==> src/sv/uws_pkg.sv <==
`default_nettype none

package uws_pkg;

    // default width of the saturating counters
    localparam int unsigned COUNT_WIDTH_DEF = 32;

    // width of a decoded code point and of a reported count
    localparam int unsigned CP_W  = 21;
    localparam int unsigned OUT_W = 32;

    // one decoder event toward the word machine
    typedef struct packed {
        logic            valid;  // event present this cycle
        logic            is_end; // end of text: report and clear
        logic [CP_W-1:0] cp;     // completed code point when not end
    } t_cp_evt;

    // result fields toward the output register
    typedef struct packed {
        logic [OUT_W-1:0] consonant_end_words;
        logic [OUT_W-1:0] vowel_start_words;
        logic [OUT_W-1:0] word_total;
    } t_result;

endpackage

`default_nettype wire

==> src/sv/utf8_word_statistics_top.sv <==
`default_nettype none

// UTF-8 word statistics. Bytes of text enter on the slave stream with tuser
// low; each is decoded into code points (lead byte sets a length of one to
// four, continuation bytes are not checked, an invalid lead byte is
// dropped) and a word machine counts words, words starting with a vowel and
// words whose last character is a consonant when a delimiter closes them.
// A transfer with tuser high marks the end of text: it produces one result
// transfer with the three counts (saturating, clamped to 32 bits) and
// clears all state; data bytes produce no result. One transfer is accepted
// every clock cycle while the input is not stalled. The result is offered
// on the master side once the accepted end-of-text transfer has passed the
// decoder register and the output register has then been loaded from the
// counters at the same edge as the word machine clears. The input stalls only
// while a result is held in the output register and the master side is not
// ready.
module utf8_word_statistics_top #(
    parameter int unsigned COUNT_WIDTH = uws_pkg::COUNT_WIDTH_DEF
) (
    input  wire logic        i_clk,
    input  wire logic        i_rst_n,
    input  wire logic        i_s_axis_tvalid,
    output logic             o_s_axis_tready,
    input  wire logic [7:0]  i_s_axis_tdata,   // [7:0] data_byte
    input  wire logic        i_s_axis_tuser,   // [0] action
    output logic             o_m_axis_tvalid,
    input  wire logic        i_m_axis_tready,
    output logic [95:0]      o_m_axis_tdata    // [31:0] word_total,
                                               // [63:32] vowel_start_words,
                                               // [95:64] consonant_end_words
);

    logic             en;
    logic             take;
    uws_pkg::t_cp_evt evt;
    logic             out_valid;
    uws_pkg::t_result result;

    // whole pipeline advances unless a held result is not taken
    assign en              = !out_valid || i_m_axis_tready;
    assign o_s_axis_tready = en;
    assign take            = i_s_axis_tvalid && en;

    uws_decoder u_dec (
        .i_clk       (i_clk),
        .i_rst_n     (i_rst_n),
        .i_en        (en),
        .i_take      (take),
        .i_action    (i_s_axis_tuser),
        .i_data_byte (i_s_axis_tdata),
        .o_evt       (evt)
    );

    uws_word_counter #(
        .COUNT_WIDTH (COUNT_WIDTH)
    ) u_words (
        .i_clk    (i_clk),
        .i_rst_n  (i_rst_n),
        .i_en     (en),
        .i_evt    (evt),
        .o_valid  (out_valid),
        .o_result (result)
    );

    assign o_m_axis_tvalid = out_valid;
    assign o_m_axis_tdata  = {result.consonant_end_words,
                              result.vowel_start_words,
                              result.word_total};

endmodule

`default_nettype wire

==> src/sv/uws_decoder.sv <==
`default_nettype none

module uws_decoder (
    input  wire logic           i_clk,
    input  wire logic           i_rst_n,
    input  wire logic           i_en,
    input  wire logic           i_take,
    input  wire logic           i_action,
    input  wire logic [7:0]     i_data_byte,
    output uws_pkg::t_cp_evt    o_evt
);

    logic [1:0]                  r_pending, n_pending;
    logic [uws_pkg::CP_W-1:0]    r_acc, n_acc;
    uws_pkg::t_cp_evt            r_evt, n_evt;

    // sequence assembly and event generation for one byte
    always_comb begin
        n_pending    = r_pending;
        n_acc        = r_acc;
        n_evt.valid  = 1'b0;
        n_evt.is_end = 1'b0;
        n_evt.cp     = '0;
        if (i_take) begin
            if (i_action) begin
                n_pending    = '0;
                n_acc        = '0;
                n_evt.valid  = 1'b1;
                n_evt.is_end = 1'b1;
            end else if (r_pending != 2'd0) begin
                // continuation byte, taken unchecked
                n_acc     = {r_acc[uws_pkg::CP_W-7:0], i_data_byte[5:0]};
                n_pending = r_pending - 2'd1;
                if (r_pending == 2'd1) begin
                    n_evt.valid = 1'b1;
                    n_evt.cp    = n_acc;
                end
            end else if (i_data_byte[7] == 1'b0) begin
                n_evt.valid = 1'b1;
                n_evt.cp    = {{(uws_pkg::CP_W-8){1'b0}}, i_data_byte};
            end else if (i_data_byte[7:5] == 3'b110) begin
                n_acc     = {{(uws_pkg::CP_W-5){1'b0}}, i_data_byte[4:0]};
                n_pending = 2'd1;
            end else if (i_data_byte[7:4] == 4'b1110) begin
                n_acc     = {{(uws_pkg::CP_W-4){1'b0}}, i_data_byte[3:0]};
                n_pending = 2'd2;
            end else if (i_data_byte[7:3] == 5'b11110) begin
                n_acc     = {{(uws_pkg::CP_W-3){1'b0}}, i_data_byte[2:0]};
                n_pending = 2'd3;
            end
            // invalid lead byte produces no event and leaves the state unchanged
        end
    end

    // decoder state and event register
    always_ff @(posedge i_clk) begin
        if (!i_rst_n) begin
            r_pending <= '0;
            r_acc     <= '0;
            r_evt     <= '0;
        end else if (i_en) begin
            r_pending <= n_pending;
            r_acc     <= n_acc;
            r_evt     <= n_evt;
        end
    end

    assign o_evt = r_evt;

endmodule

`default_nettype wire

==> src/sv/uws_word_counter.sv <==
`default_nettype none

module uws_word_counter #(
    parameter int unsigned COUNT_WIDTH = uws_pkg::COUNT_WIDTH_DEF
) (
    input  wire logic           i_clk,
    input  wire logic           i_rst_n,
    input  wire logic           i_en,
    input  wire uws_pkg::t_cp_evt i_evt,
    output logic                o_valid,
    output uws_pkg::t_result    o_result
);

    localparam logic [uws_pkg::CP_W-1:0] CP_APOS     = 21'h27;
    localparam logic [uws_pkg::CP_W-1:0] CP_LSQUOTE  = 21'd8216;
    localparam logic [uws_pkg::CP_W-1:0] CP_RSQUOTE  = 21'd8217;
    localparam logic [uws_pkg::CP_W-1:0] CP_UNDER    = 21'd95;
    localparam logic [uws_pkg::CP_W-1:0] CP_CCED_LO  = 21'hE7;
    localparam logic [uws_pkg::CP_W-1:0] CP_CCED_UP  = 21'hC7;
    localparam logic [uws_pkg::CP_W-1:0] CP_ENDASH   = 21'd8211;
    localparam logic [uws_pkg::CP_W-1:0] CP_EMDASH   = 21'd8212;
    localparam logic [uws_pkg::CP_W-1:0] CP_LDQUOTE  = 21'd8220;
    localparam logic [uws_pkg::CP_W-1:0] CP_RDQUOTE  = 21'd8221;
    localparam logic [uws_pkg::CP_W-1:0] CP_ELLIPSIS = 21'd8230;
    localparam logic [uws_pkg::CP_W-1:0] CP_LGUILL   = 21'hAB;
    localparam logic [uws_pkg::CP_W-1:0] CP_RGUILL   = 21'hBB;

    function automatic logic in_rng(input logic [uws_pkg::CP_W-1:0] c,
                                    input logic [uws_pkg::CP_W-1:0] lo,
                                    input logic [uws_pkg::CP_W-1:0] hi);
        return (c >= lo) && (c <= hi);
    endfunction

    // plain and Latin-1 accented a, e, i, o, u
    function automatic logic is_vowel(input logic [uws_pkg::CP_W-1:0] c);
        return c == 21'h61 || c == 21'h41 || in_rng(c, 21'hC0, 21'hC6)
            || in_rng(c, 21'hE0, 21'hE6)
            || c == 21'h65 || c == 21'h45 || in_rng(c, 21'hC8, 21'hCB)
            || in_rng(c, 21'hE8, 21'hEB)
            || c == 21'h69 || c == 21'h49 || in_rng(c, 21'hCC, 21'hCF)
            || in_rng(c, 21'hEC, 21'hEF)
            || c == 21'h6F || c == 21'h4F || in_rng(c, 21'hD2, 21'hD6)
            || in_rng(c, 21'hF2, 21'hF6)
            || c == 21'h75 || c == 21'h55 || in_rng(c, 21'hD9, 21'hDC)
            || in_rng(c, 21'hF9, 21'hFC);
    endfunction

    function automatic logic is_consonant(input logic [uws_pkg::CP_W-1:0] c);
        logic letter;
        letter = in_rng(c, 21'h41, 21'h5A) || in_rng(c, 21'h61, 21'h7A);
        return (letter && !is_vowel(c)) || c == CP_CCED_LO || c == CP_CCED_UP;
    endfunction

    function automatic logic is_delim(input logic [uws_pkg::CP_W-1:0] c);
        return c == 21'h20 || c == 21'h09 || c == 21'h0A || c == 21'h0D
            || c == 21'h2D || c == 21'h22 || c == 21'h5B || c == 21'h5D
            || c == 21'h28 || c == 21'h29 || c == 21'h2E || c == 21'h2C
            || c == 21'h3B || c == 21'h21 || c == 21'h3F || c == 21'h3A
            || c == CP_LGUILL || c == CP_RGUILL || c == CP_ELLIPSIS
            || c == CP_ENDASH || c == CP_EMDASH || c == CP_LDQUOTE
            || c == CP_RDQUOTE;
    endfunction

    function automatic logic is_apos(input logic [uws_pkg::CP_W-1:0] c);
        return c == CP_APOS || c == CP_LSQUOTE || c == CP_RSQUOTE;
    endfunction

    function automatic logic [COUNT_WIDTH-1:0] sat_inc(input logic [COUNT_WIDTH-1:0] v);
        return (&v) ? v : v + COUNT_WIDTH'(1);
    endfunction

    logic                   r_inside, n_inside;
    logic                   r_last_cons, n_last_cons;
    logic [COUNT_WIDTH-1:0] r_words, n_words;
    logic [COUNT_WIDTH-1:0] r_vstart, n_vstart;
    logic [COUNT_WIDTH-1:0] r_cend, n_cend;
    logic                   r_out_valid;
    uws_pkg::t_result       r_out, n_out;

    logic c_vowel, c_cons, c_word, c_delim, c_apos;

    // character classes of the incoming code point
    always_comb begin
        c_vowel = is_vowel(i_evt.cp);
        c_cons  = is_consonant(i_evt.cp);
        c_word  = in_rng(i_evt.cp, 21'd48, 21'd57) || c_vowel || c_cons
                  || i_evt.cp == CP_UNDER;
        c_delim = is_delim(i_evt.cp);
        c_apos  = is_apos(i_evt.cp);
    end

    // clamp or zero-extend counts to the 32-bit result fields
    generate
        if (COUNT_WIDTH > uws_pkg::OUT_W) begin : g_clamp
            always_comb begin
                n_out.word_total = (|r_words[COUNT_WIDTH-1:uws_pkg::OUT_W])
                    ? '1 : r_words[uws_pkg::OUT_W-1:0];
                n_out.vowel_start_words = (|r_vstart[COUNT_WIDTH-1:uws_pkg::OUT_W])
                    ? '1 : r_vstart[uws_pkg::OUT_W-1:0];
                n_out.consonant_end_words = (|r_cend[COUNT_WIDTH-1:uws_pkg::OUT_W])
                    ? '1 : r_cend[uws_pkg::OUT_W-1:0];
            end
        end else begin : g_extend
            always_comb begin
                n_out.word_total          = uws_pkg::OUT_W'(r_words);
                n_out.vowel_start_words   = uws_pkg::OUT_W'(r_vstart);
                n_out.consonant_end_words = uws_pkg::OUT_W'(r_cend);
            end
        end
    endgenerate

    // word machine
    always_comb begin
        n_inside    = r_inside;
        n_last_cons = r_last_cons;
        n_words     = r_words;
        n_vstart    = r_vstart;
        n_cend      = r_cend;
        if (i_evt.valid) begin
            if (i_evt.is_end) begin
                n_inside    = 1'b0;
                n_last_cons = 1'b0;
                n_words     = '0;
                n_vstart    = '0;
                n_cend      = '0;
            end else if (!r_inside) begin
                if (c_word) begin
                    n_inside    = 1'b1;
                    n_words     = sat_inc(r_words);
                    n_last_cons = c_cons;
                    if (c_vowel) begin
                        n_vstart = sat_inc(r_vstart);
                    end
                end
            end else if (c_word || c_apos) begin
                n_last_cons = c_cons;
            end else if (c_delim) begin
                n_inside = 1'b0;
                if (r_last_cons) begin
                    n_cend = sat_inc(r_cend);
                end
            end
        end
    end

    // word state and counters
    always_ff @(posedge i_clk) begin
        if (!i_rst_n) begin
            r_inside    <= 1'b0;
            r_last_cons <= 1'b0;
            r_words     <= '0;
            r_vstart    <= '0;
            r_cend      <= '0;
            r_out_valid <= 1'b0;
        end else if (i_en) begin
            r_inside    <= n_inside;
            r_last_cons <= n_last_cons;
            r_words     <= n_words;
            r_vstart    <= n_vstart;
            r_cend      <= n_cend;
            r_out_valid <= i_evt.valid && i_evt.is_end;
        end
    end

    // result register, loaded on end of text
    always_ff @(posedge i_clk) begin
        if (i_en && i_evt.valid && i_evt.is_end) begin
            r_out <= n_out;
        end
    end

    assign o_valid  = r_out_valid;
    assign o_result = r_out;

endmodule

`default_nettype wire
==> config.mk <==
export PLATFORM = sky130hd
export DESIGN_NAME = utf8_word_statistics_top
export DESIGN_NICKNAME = d
export VERILOG_FILES = /design/src/sv/uws_pkg.sv /design/src/sv/utf8_word_statistics_top.sv /design/src/sv/uws_decoder.sv /design/src/sv/uws_word_counter.sv
export SDC_FILE = /design/constraint.sdc
export NUM_CORES = 1
export LEC_CHECK = 0
export BUFFER_PORTS_ARGS = -buffer_cell sky130_fd_sc_hd__buf_2
export CAP_MARGIN = 25
export CORE_ASPECT_RATIO = 0.75
export CORE_MARGIN = 5
export CORE_UTILIZATION = 40
export DETAILED_ROUTE_END_ITERATION = 10
export GPL_ROUTABILITY_DRIVEN = 1
export PLACE_DENSITY_LB_ADDON = 0.2
export SYNTH_ARGS = -nofsm -noshare
export SYNTH_HDL_FRONTEND = slang
export SYNTH_SLANG_ARGS = --single-unit
==> constraint.sdc <==
create_clock -name i_clk -period 5.8 [get_ports i_clk]
set_input_delay 0.29 -clock i_clk [delete_from_list [all_inputs] [get_ports i_clk]]
set_output_delay 0.29 -clock i_clk [all_outputs]
set_load 0.005 [all_outputs]
After elaboration in Yosys (flattened, before gate mapping)
Index checks and enable logic that the tools add are counted.

cells by class
  $add $sub $neg = 4
  magnitude comparators = 26
  equality and inequality tests = 49
  mux-type cells = 46
  reductions and logical operators = 89

operator list
  kind                                                                    count
  32-bit 2-to-1 mux                                                       15
  21-bit by 7-bit == test with 1-bit output, second input constant        13
  21-bit by 6-bit == test with 1-bit output, second input constant        12
  21-bit by 8-bit >= comparator with 1-bit output, second input constant  10
  21-bit by 8-bit <= comparator with 1-bit output, second input constant  10
  21-bit by 14-bit == test with 1-bit output, second input constant       7
  32-bit by 1-bit adder with 32-bit output, second input constant         3
  32-bit AND reduction                                                    3
  15-bit 2-to-1 mux                                                       6
  21-bit by 8-bit == test with 1-bit output, second input constant        4
  21-bit by 4-bit == test with 1-bit output, second input constant        3
  21-bit 2-to-1 mux                                                       3
  1-bit logical OR                                                        51
  21-bit by 7-bit >= comparator with 1-bit output, second input constant  2
  21-bit by 7-bit <= comparator with 1-bit output, second input constant  2
  23-bit 2-to-1 mux                                                       1
  21-bit by 6-bit >= comparator with 1-bit output, second input constant  1
  21-bit by 6-bit <= comparator with 1-bit output, second input constant  1
  1-bit logical AND                                                       18
  1-bit 2-to-1 mux                                                        14
  2-bit 2-to-1 mux                                                        6
  2-bit nonzero test                                                      6
  2-bit != test, second input constant                                    5
  4-bit AND reduction                                                     2
  14 further kinds                                                        16

word-level totals
  flip-flop bits (word level) = 235
  input port bits = 13
  output and inout bits = 98
  logic and storage cells = 228

Logic depth before layout (Yosys ltp)
Gate-level depths: netlist (run 1).

  depth after elaboration = 30
  mapped depth = 13
  gate-level depth less buffers = 9

By module
A second synthesis (run 1) with hierarchy kept.

second synthesis, totals
  cells, all modules = 995
  area total of the unflattened synthesis = 10349.9 um^2

modules (own cells, without submodules)
  module                    times used  cells an instance  area each (um^2)  seq. area each (um^2)
  uws_word_counter          1           824                8658.3            4864.7
  uws_decoder               1           169                1669.1            800.8
  utf8_word_statistics_top  1           2                  22.5              0.0

Worst setup path after synthesis (run 1)
Ideal clock, no wire load.

  path kind = reg2reg
  start point = register u_words.r_out_valid, in the netlist u_words.o_valid
  end point = register u_words.r_vstart[2]
  setup time = 0.128 ns
  data arrival time = 4.956 ns
  data required time = 5.672 ns
  path slack = 0.716 ns
  stages on the path, launching flop included = 12
  buffers on the path = 3
  clock period less this slack = 5.084 ns
  cell sequence = dfxtp_1 -> nor2b_1 -> clkbuf_1 -> inv_2 -> and2_1 -> nand2_1 -> inv_1 -> clkbuf_1 -> clkbuf_1 -> o21ai_0 -> xor2_1 -> nor2_1

on the way
  word-level cells in the longest chain between the ends = 3

RTL lines
  what                           RTL line                        text
  from (decl)                    uws_word_counter.sv:77          logic r_out_valid;
  from (signal assigned)         uws_word_counter.sv:161         r_out_valid <= i_evt.valid && i_evt.is_end;
  1-bit logical NOT              utf8_word_statistics_top.sv:40  assign en = !out_valid || i_m_axis_tready;
  1-bit logical OR               utf8_word_statistics_top.sv:40
  named net o_s_axis_tready      utf8_word_statistics_top.sv:23  output logic o_s_axis_tready,
  6-bit AND reduction (no line)  -
  to (signal assigned)           uws_word_counter.sv:159         r_vstart <= n_vstart;
  to (decl)                      uws_word_counter.sv:75          logic [COUNT_WIDTH-1:0] r_vstart, n_vstart;

The timed path passes the listed nets, and every way through them passes these cells.
A chain may end at the register's enable or synchronous reset.

Worst setup path in the final report (run 1)
  start point = register u_dec.r_evt, in the netlist u_dec.o_evt[4]
  end point = register u_words.r_vstart[25]

on the way
  word-level cells in the longest chain between the ends = 28
  elaborated cells on any way between the ends = 82
  classes of those cells = order compare (26); eq/ne (13); reduce/logical (43)

RTL lines
  what                                                                     RTL line                                        text
  from (decl)                                                              uws_decoder.sv:15                               uws_pkg::t_cp_evt r_evt, n_evt;
  from (signal assigned)                                                   uws_decoder.sv:64                               r_evt <= n_evt;
  21-bit by 8-bit >= comparator with 1-bit output (tied with other cells)  uws_word_counter.sv:31                          return (c >= lo) && (c <= hi);
  1-bit logical AND or 1-bit logical OR (tied branches)                    uws_word_counter.sv:31, uws_word_counter.sv:36
  1-bit logical OR                                                         uws_word_counter.sv:36                          return c == 21'h61 || c == 21'h41 || in_rng(c, 21'hC0, 21'hC6)
  1-bit logical OR                                                         uws_word_counter.sv:37                          || in_rng(c, 21'hE0, 21'hE6)
  1-bit logical OR (3 in a row)                                            uws_word_counter.sv:38                          || c == 21'h65 || c == 21'h45 || in_rng(c, 21'hC8, 21'hCB)
  1-bit logical OR                                                         uws_word_counter.sv:39                          || in_rng(c, 21'hE8, 21'hEB)
  1-bit logical OR (3 in a row)                                            uws_word_counter.sv:40                          || c == 21'h69 || c == 21'h49 || in_rng(c, 21'hCC, 21'hCF)
  1-bit logical OR                                                         uws_word_counter.sv:41                          || in_rng(c, 21'hEC, 21'hEF)
  [... 7 more ...]                                                         -
  1-bit logical OR                                                         uws_word_counter.sv:45                          || in_rng(c, 21'hF9, 21'hFC);
  1-bit logical NOT                                                        uws_word_counter.sv:51                          return (letter && !is_vowel(c)) || c == CP_CCED_LO || c == CP_CCED_UP;
  1-bit logical AND                                                        uws_word_counter.sv:51
  1-bit logical OR (2 in a row)                                            uws_word_counter.sv:51
  1-bit logical OR                                                         uws_word_counter.sv:86                          c_word = in_rng(i_evt.cp, 21'd48, 21'd57) || c_vowel || c_cons
  1-bit logical OR                                                         uws_word_counter.sv:87                          || i_evt.cp == CP_UNDER;
  2-bit nonzero test (no line)                                             -
  6-bit AND reduction (no line) *                                          -

Mark *: on every way between the ends. The rest lies on a longest branch, timed or not.

==> impl_metrics.ini, run 1 <==
[yosys]
syn_area_mm2 = 0.0101
ys_top_cells_by_area = edfxtp_1 (28%), dfxtp_1 (27%), a21oi_1 (3.1%), nor2b_1 (2.8%), xor2_1 (2.8%)
synthesis.nets = 984
avgSynthCellArea_um2 = 10.5
yosys-top-cells-count = dfxtp_1 (139), edfxtp_1 (96), nand2_1 (73)
synth_top_cell_by_area = edfxtp_1
ys_seq_area_share_pct = 55.9
yosys_register_bits = 235
synth_cell_types = 77
synth_flop_cell = dfxtp_1
synth_cells = 968
ys_async_sr_fraction_pct = 0
yosysWarnings = 0
yosysTopAreaCellShare_pct = 28.4
synth_most_common_cell = dfxtp_1
synth_edf_count = 96

[clock_network]
ctsResizeCount = 0
htree_num_levels = 1
clock_latency_ps = 510
cts.sinks = 235
cts_made_buffers = 24
clk_pin_slew_ps = 60
cts_hold_buf = 0
clk_path_buf_depth = 3
cts_root_buf = clkbuf_16
cts_tree = done
post_cts_buffers = 0

[die]
die_w_um = 194
dieHeight_um = 148
io_pins = 111
rows = 50
initial_core_util_pct = 40.6
core_area_mm2 = 0.0250
dieArea_mm2 = 0.0287

[route]
avgViaCountPerCell = 5.45
vias = 7668
detail_route.iter0.violations = 787
remaining_drc_errors = 0
dr.pass1.iters = 5
postRouteAntennaNets = 0
wirelength_mm = 23.6
wl_per_cell_um = 16.8

[sta]
setup_viol = 0
post-route-period-util_pct = 70.5
worst_slack_ps = 1710
hold_viol = 0
tightest_slew_ps = 994
slew-limit-headroom_pct = 33.4
max_freq_mhz = 245
fin_crit_ps = 4090
clock_skew_ps = 9.56
whs_ps = 85.3
grt_setup_unrepaired = false
maxSlewViolCount = 0
finalSetupTns_ps = 0

[critical_path]
r2r.worst_path.cells = 8
critPathKind = flip-flop to flip-flop
endpoint_kind = flip-flop
cpPeakStageDelay_ps = 780
crit_path_top_delay_cell = dfxtp_1
cp.arrival_ps = 4510
cp_cell_sequence = nand2_1 > or3_1 > o32a_1 > o221ai_1 > o31a_1 > o2111ai_1 > or4_1 > a21oi_1
required_ps = 6220
reg2reg_from = u_dec.o_evt[4]$_SDFFE_PN0N_
r2r_slack_ps = 1710
critical_path.max_fanout = 23
timing.rr.end = u_words.r_vstart[25]$_SDFFE_PN0P_
worstSetupStartpointType = flip-flop

[placement]
dpl.hpwl_mm = 15.5
io_buffers = 110
dp.cells = 1362
dpl_cell_area_mm2 = 0.0109
gp_congestion = 0.854
post-place-ws_ps = 1850

[layout]
fin_nets = 1066
area_growth_syn_to_layout_pct = 15.6
antennaDiodeCount = 0
final_cell_area_mm2 = 0.0117
drive_gt1_share_pct = 16.4
instances_no_fill = 1406
fin_util_pct = 46.9

[grt]
grt_max_degree = 80
grt_pass1_wl_mm = 38.1
antenna_found_initial = 0
grt_use_total_pct = 15.9
gr-total-overflow = 0
grt_pass1_vias = 6859

[power_and_ir_drop]
ir_drop_uv = 182
power.internal_mw = 2.73
seqPwrFrac_pct = 50.7
switching_share_pct = 20.5
clkPwrFrac_pct = 46.6
p_switching_uw = 702
finalPower_mw = 3.43
comb_power_share_pct = 2.7
powerDensity_mw_per_mm2 = 293
p_leak_nw = 3.71

[hold_path]
holdPathEnd = u_dec.o_evt[3]$_SDFFE_PN0N_
hold_depth = 3
worstHoldPathType = primary input to flip-flop
hold_start = i_s_axis_tdata[3]

[flow_run]
cap_violations = 0

[outcome]
outcome = complete, no violations
per-layer routing:
metal / up-vias / part of all wire [%] / GRT usage, %
met5: - / 0 / 0
met4: 0 / 1.2 / 2.78
met3: 26 / 5.0 / 3.08
met2: 188 / 42 / 22.5
met1: 3647 / 52 / 25.3
li1: 3807 / - / -
worst max-delay path: cells and delay by family (launching register included):
family,cells,cell delay (ps)
flip-flops,1,780
AND/OR/NAND/NOR,3,1130
AO/OA/AOI/OAI,5,2080
power groups by stage:
stage / Sequential [mW] / Clock, mW / Combinational, mW
6_report: 1.74 / 1.60 / 0.0932
5_1_grt: 1.74 / 1.71 / 0.103
4_1_cts: 1.74 / 1.64 / 0.0944
3_5_place_dp: 1.77 / 0 / 0.0941
3_3_place_gp: 1.77 / 0 / 0.0943
2_1_floorplan: 1.77 / 0 / 0.0618
cells by family (layout without fill, tap and decap cells):
group                      Yosys count  count (layout)  share of synthesized area, %
and+or+nand+nor                    387             387                          21.8
muxes                                4               4                         0.395
DFF                                235             235                          55.9
adders and majority gates            3               3                         0.370
xor gates and xnor gates            35              35                          3.02
buffers and inverters               72             172                          3.22
AOI/OAI and AO/OA                  232             232                          15.3
sequential cells by signal (all words and copies together) (netlist names):
register,flops
u_dec.r_acc,15
u_dec.r_pending,2
u_words.r_vstart,32
u_words.r_words,32
u_words.o_result,96
u_words.o_valid,1
u_words.r_inside,1
u_words.r_cend,32
u_words.r_last_cons,1
u_dec.o_evt,23
worst max-delay path by stage:
stage | startpoint | end | slack, ps | cells past startpoint
after floorplan | u_words.o_valid$_SDFFE_PN0N_ | u_words.r_vstart[2]$_SDFFE_PN0P_ | 720 | 11
after global placement | u_dec.o_evt[4]$_SDFFE_PN0N_ | u_words.r_vstart[25]$_SDFFE_PN0P_ | 1910 | 8
after detailed placement | u_dec.o_evt[4]$_SDFFE_PN0N_ | u_words.r_vstart[25]$_SDFFE_PN0P_ | 1850 | 8
after CTS | u_dec.o_evt[4]$_SDFFE_PN0N_ | u_words.r_vstart[25]$_SDFFE_PN0P_ | 1840 | 8
after global routing | u_dec.o_evt[4]$_SDFFE_PN0N_ | u_words.r_vstart[25]$_SDFFE_PN0P_ | 1410 | 8
final | u_dec.o_evt[4]$_SDFFE_PN0N_ | u_words.r_vstart[25]$_SDFFE_PN0P_ | 1710 | 8
cell usage in the layout, fill, tap and decap left out, types with 3 or more instances in the layout:
cell,instances
clkbuf_8,4
mux2i_1,4
a31oi_1,4
and4_1,9
clkbuf_16,25
bufinv_16,3
a2111oi_0,4
buf_4,5
o21ai_1,7
clkinv_1,3
buf_2,110
nor4_1,6
or2_2,4
ha_1,3
nand3b_1,5
nand3_1,23
a22oi_1,30
o2111ai_1,12
and3_1,29
nor2b_1,46
o21ai_0,42
a21boi_0,5
inv_1,10
xor2_1,32
a21oi_1,62
or3_1,36
o211ai_1,22
nor3b_1,5
clkbuf_1,5
nand2_1,72
or4_1,24
nor2_1,56
edfxtp_1,96
xnor2_1,3
nor4bb_1,3
nor3_1,11
dfxtp_1,139
nand4_1,25
and2_1,11
o31ai_1,14
layout make-up:
class                   count  area, um^2
flip-flops and latches    235        5670
multi-input cells         661        4160
clock buffers              34         699
repair buffers            115         588
well taps                 338         423
clock inverters            10         128
inverters                  13        51.3
fillers                  2341       13200
Power figures use the tool's default switching activity.
==> run 2, diff against run 1 <==
- clock period: 5.8 -> 4 ns (I/O delays scaled with it)
==> run 2 against run 1 <==
  * Worst setup slack lost 1200 ps
  * Non-clock buffer count grew 16
  * Global-route usage grew 0.28 points
  * Clock-buffer cell count grew 3
  * Clock skew shrank 1.3 ps
  * Power grew 40%
  * Combinational power grew 59%
  * Flip-flop and latch count is the same
  * Critical endpoint unchanged
  * Sequential share of layout area shrank 0.28 points
  * Final cell count grew 1.1%
  * First-iteration DRC count shrank 30%
  * Die area is the same
==> impl_metrics.ini, run 2 (same netlist as run 1, synthesis figures left out) <==
[layout]
layout_common_cells = dfxtp_1 (139), buf_2 (110), edfxtp_1 (96)
layout_commonest_cell = dfxtp_1
drive_gt1_share_pct = 17.2
area_growth_syn_to_layout_pct = 16.2
largest_reg_flops = 96
fin_nets = 1082
antennaDiodeCount = 0

[critical_path]
cp_cell_sequence = nor3_1 > or3b_2 > a2111oi_2 > a211o_1 > o31a_1 > o2111ai_1 > or4_1 > a21oi_1
required_ps = 4430
critical_path.max_fanout = 17
endpoint_kind = flip-flop
critPathKind = flip-flop to flip-flop
worstSetupStartpointType = flip-flop
crit_path_top_delay_cell = dfxtp_1
cpPeakStageDelay_ps = 670
cp.arrival_ps = 3910

[sta]
setup_viol = 0
finalSetupTns_ps = 0
slew-limit-headroom_pct = 34.5
post-route-period-util_pct = 87.1
maxSlewViolCount = 0
clock_skew_ps = 8.27
fin_crit_ps = 3480
max_freq_mhz = 287
worst_slack_ps = 515
grt_setup_unrepaired = false
hold_viol = 0
tightest_slew_ps = 977

[die]
io_pins = 111
dieHeight_um = 148
initial_core_util_pct = 40.6
core_area_mm2 = 0.0250
rows = 50
dieArea_mm2 = 0.0287
die_w_um = 194

[grt]
grt_max_degree = 64
antenna_found_initial = 0
gr-total-overflow = 0
grt_use_total_pct = 16.1
grt_pass1_vias = 7045
grt_pass1_wl_mm = 38.9

[power_and_ir_drop]
p_leak_nw = 3.76
ir_drop_uv = 258
powerDensity_mw_per_mm2 = 408

[route]
avgViaCountPerCell = 5.50
remaining_drc_errors = 0
wirelength_mm = 24.1
vias = 7821
wl_per_cell_um = 16.9
postRouteAntennaNets = 0
dr.pass1.iters = 5
detail_route.iter0.violations = 554

[placement]
gp_congestion = 0.897
dpl.hpwl_mm = 16.4
post-place-ws_ps = 589
io_buffers = 110

[clock_network]
cts_root_buf = clkbuf_16
clk_pin_slew_ps = 60
cts_tree = done
clk_path_buf_depth = 3
post_cts_buffers = 0
cts_made_buffers = 24
clock_latency_ps = 500
cts.sinks = 235
htree_num_levels = 1

[outcome]
outcome = complete, no violations

[hold_path]
worstHoldPathType = primary input to flip-flop

[flow_run]
cap_violations = 0
[run 2: cell count changes in the layout (fill, tap and decap cells not counted), sizes merged]
cell         before  now
buf             115  130
bufinv            3    0
clkbuf           34   37
clkinv            6    5
dlygate4sd3       0    1
inv              13   14
[run 2: power by group]
group	internal [mW]	total, mW	switching, mW
Combinational	0.0504	0.148	0.0975
Clock	1.25	2.15	0.898
Sequential	2.50	2.52	0.0150
Total	3.80	4.81	1.01
[run 2: through the flow]
stage               instance area [um^2]  power [mW]  hold WS [ps]  instances  util [%]
detailed placement                 11000        2.72           471       1377      44.1
global placement                   11000        2.72           458       1377      44.1
finish                             11800        4.81          25.5       1422      47.2
global route                       11800        4.99          19.5       1422      47.2
floorplan                          10100        2.66           371        968         -
CTS                                11800        4.87         0.890       1422      47.2
[run 2: final timing paths]
check | from | endpoint | slack (ps) | cells after the start
setup / recovery | u_dec.o_evt[0]$_SDFFE_PN0N_ | u_words.r_vstart[25]$_SDFFE_PN0P_ | 520 | 8
hold / removal | i_s_axis_tdata[3] | u_dec.o_evt[3]$_SDFFE_PN0N_ | 30 | 3
setup reg to reg | u_dec.o_evt[0]$_SDFFE_PN0N_ | u_words.r_vstart[25]$_SDFFE_PN0P_ | 520 | 8
hold reg to reg | u_words.r_cend[21]$_SDFFE_PN0P_ | u_words.o_result[85]$_DFFE_PP_ | 490 | 0
[run 2: metal layers]
metal  share of wire (%)  vias up  wire length (um)  global-route usage, %
met4                 1.7        0               414                   3.20
met1                  52     3718             12600                   25.9
met5                   0        -                 0                      0
met3                 5.1       35              1240                   2.69
met2                  41      208              9850                   22.9
li1                    -     3860                 -                      -
[run 2: repair_timing]
| action | 4_1_cts | 5_1_grt |
|---|---|---|
| endpoints found under the setup margin | 0 | 0 |
| hold endpoints to repair | 1 | 0 |
| gates resized for setup | 0 | 0 |
| hold buffers | 1 | 0 |
[run 2: final cells by class]
class                   instances  area [um^2]
fillers                      2330        13200
flip-flops and latches        235         5670
multi-input cells             661         4160
clock buffers                  37          723
repair buffers                131          723
well taps                     338          423
inverters                      13         51.3
clock inverters                 7         37.5
[run 2: critical path: cells and delay by family (launching register included)]
kind	cells	cell delay (ps)
AOI/OAI and AO/OA	5	1510
and+or+nand+nor	3	1210
DFF	1	670
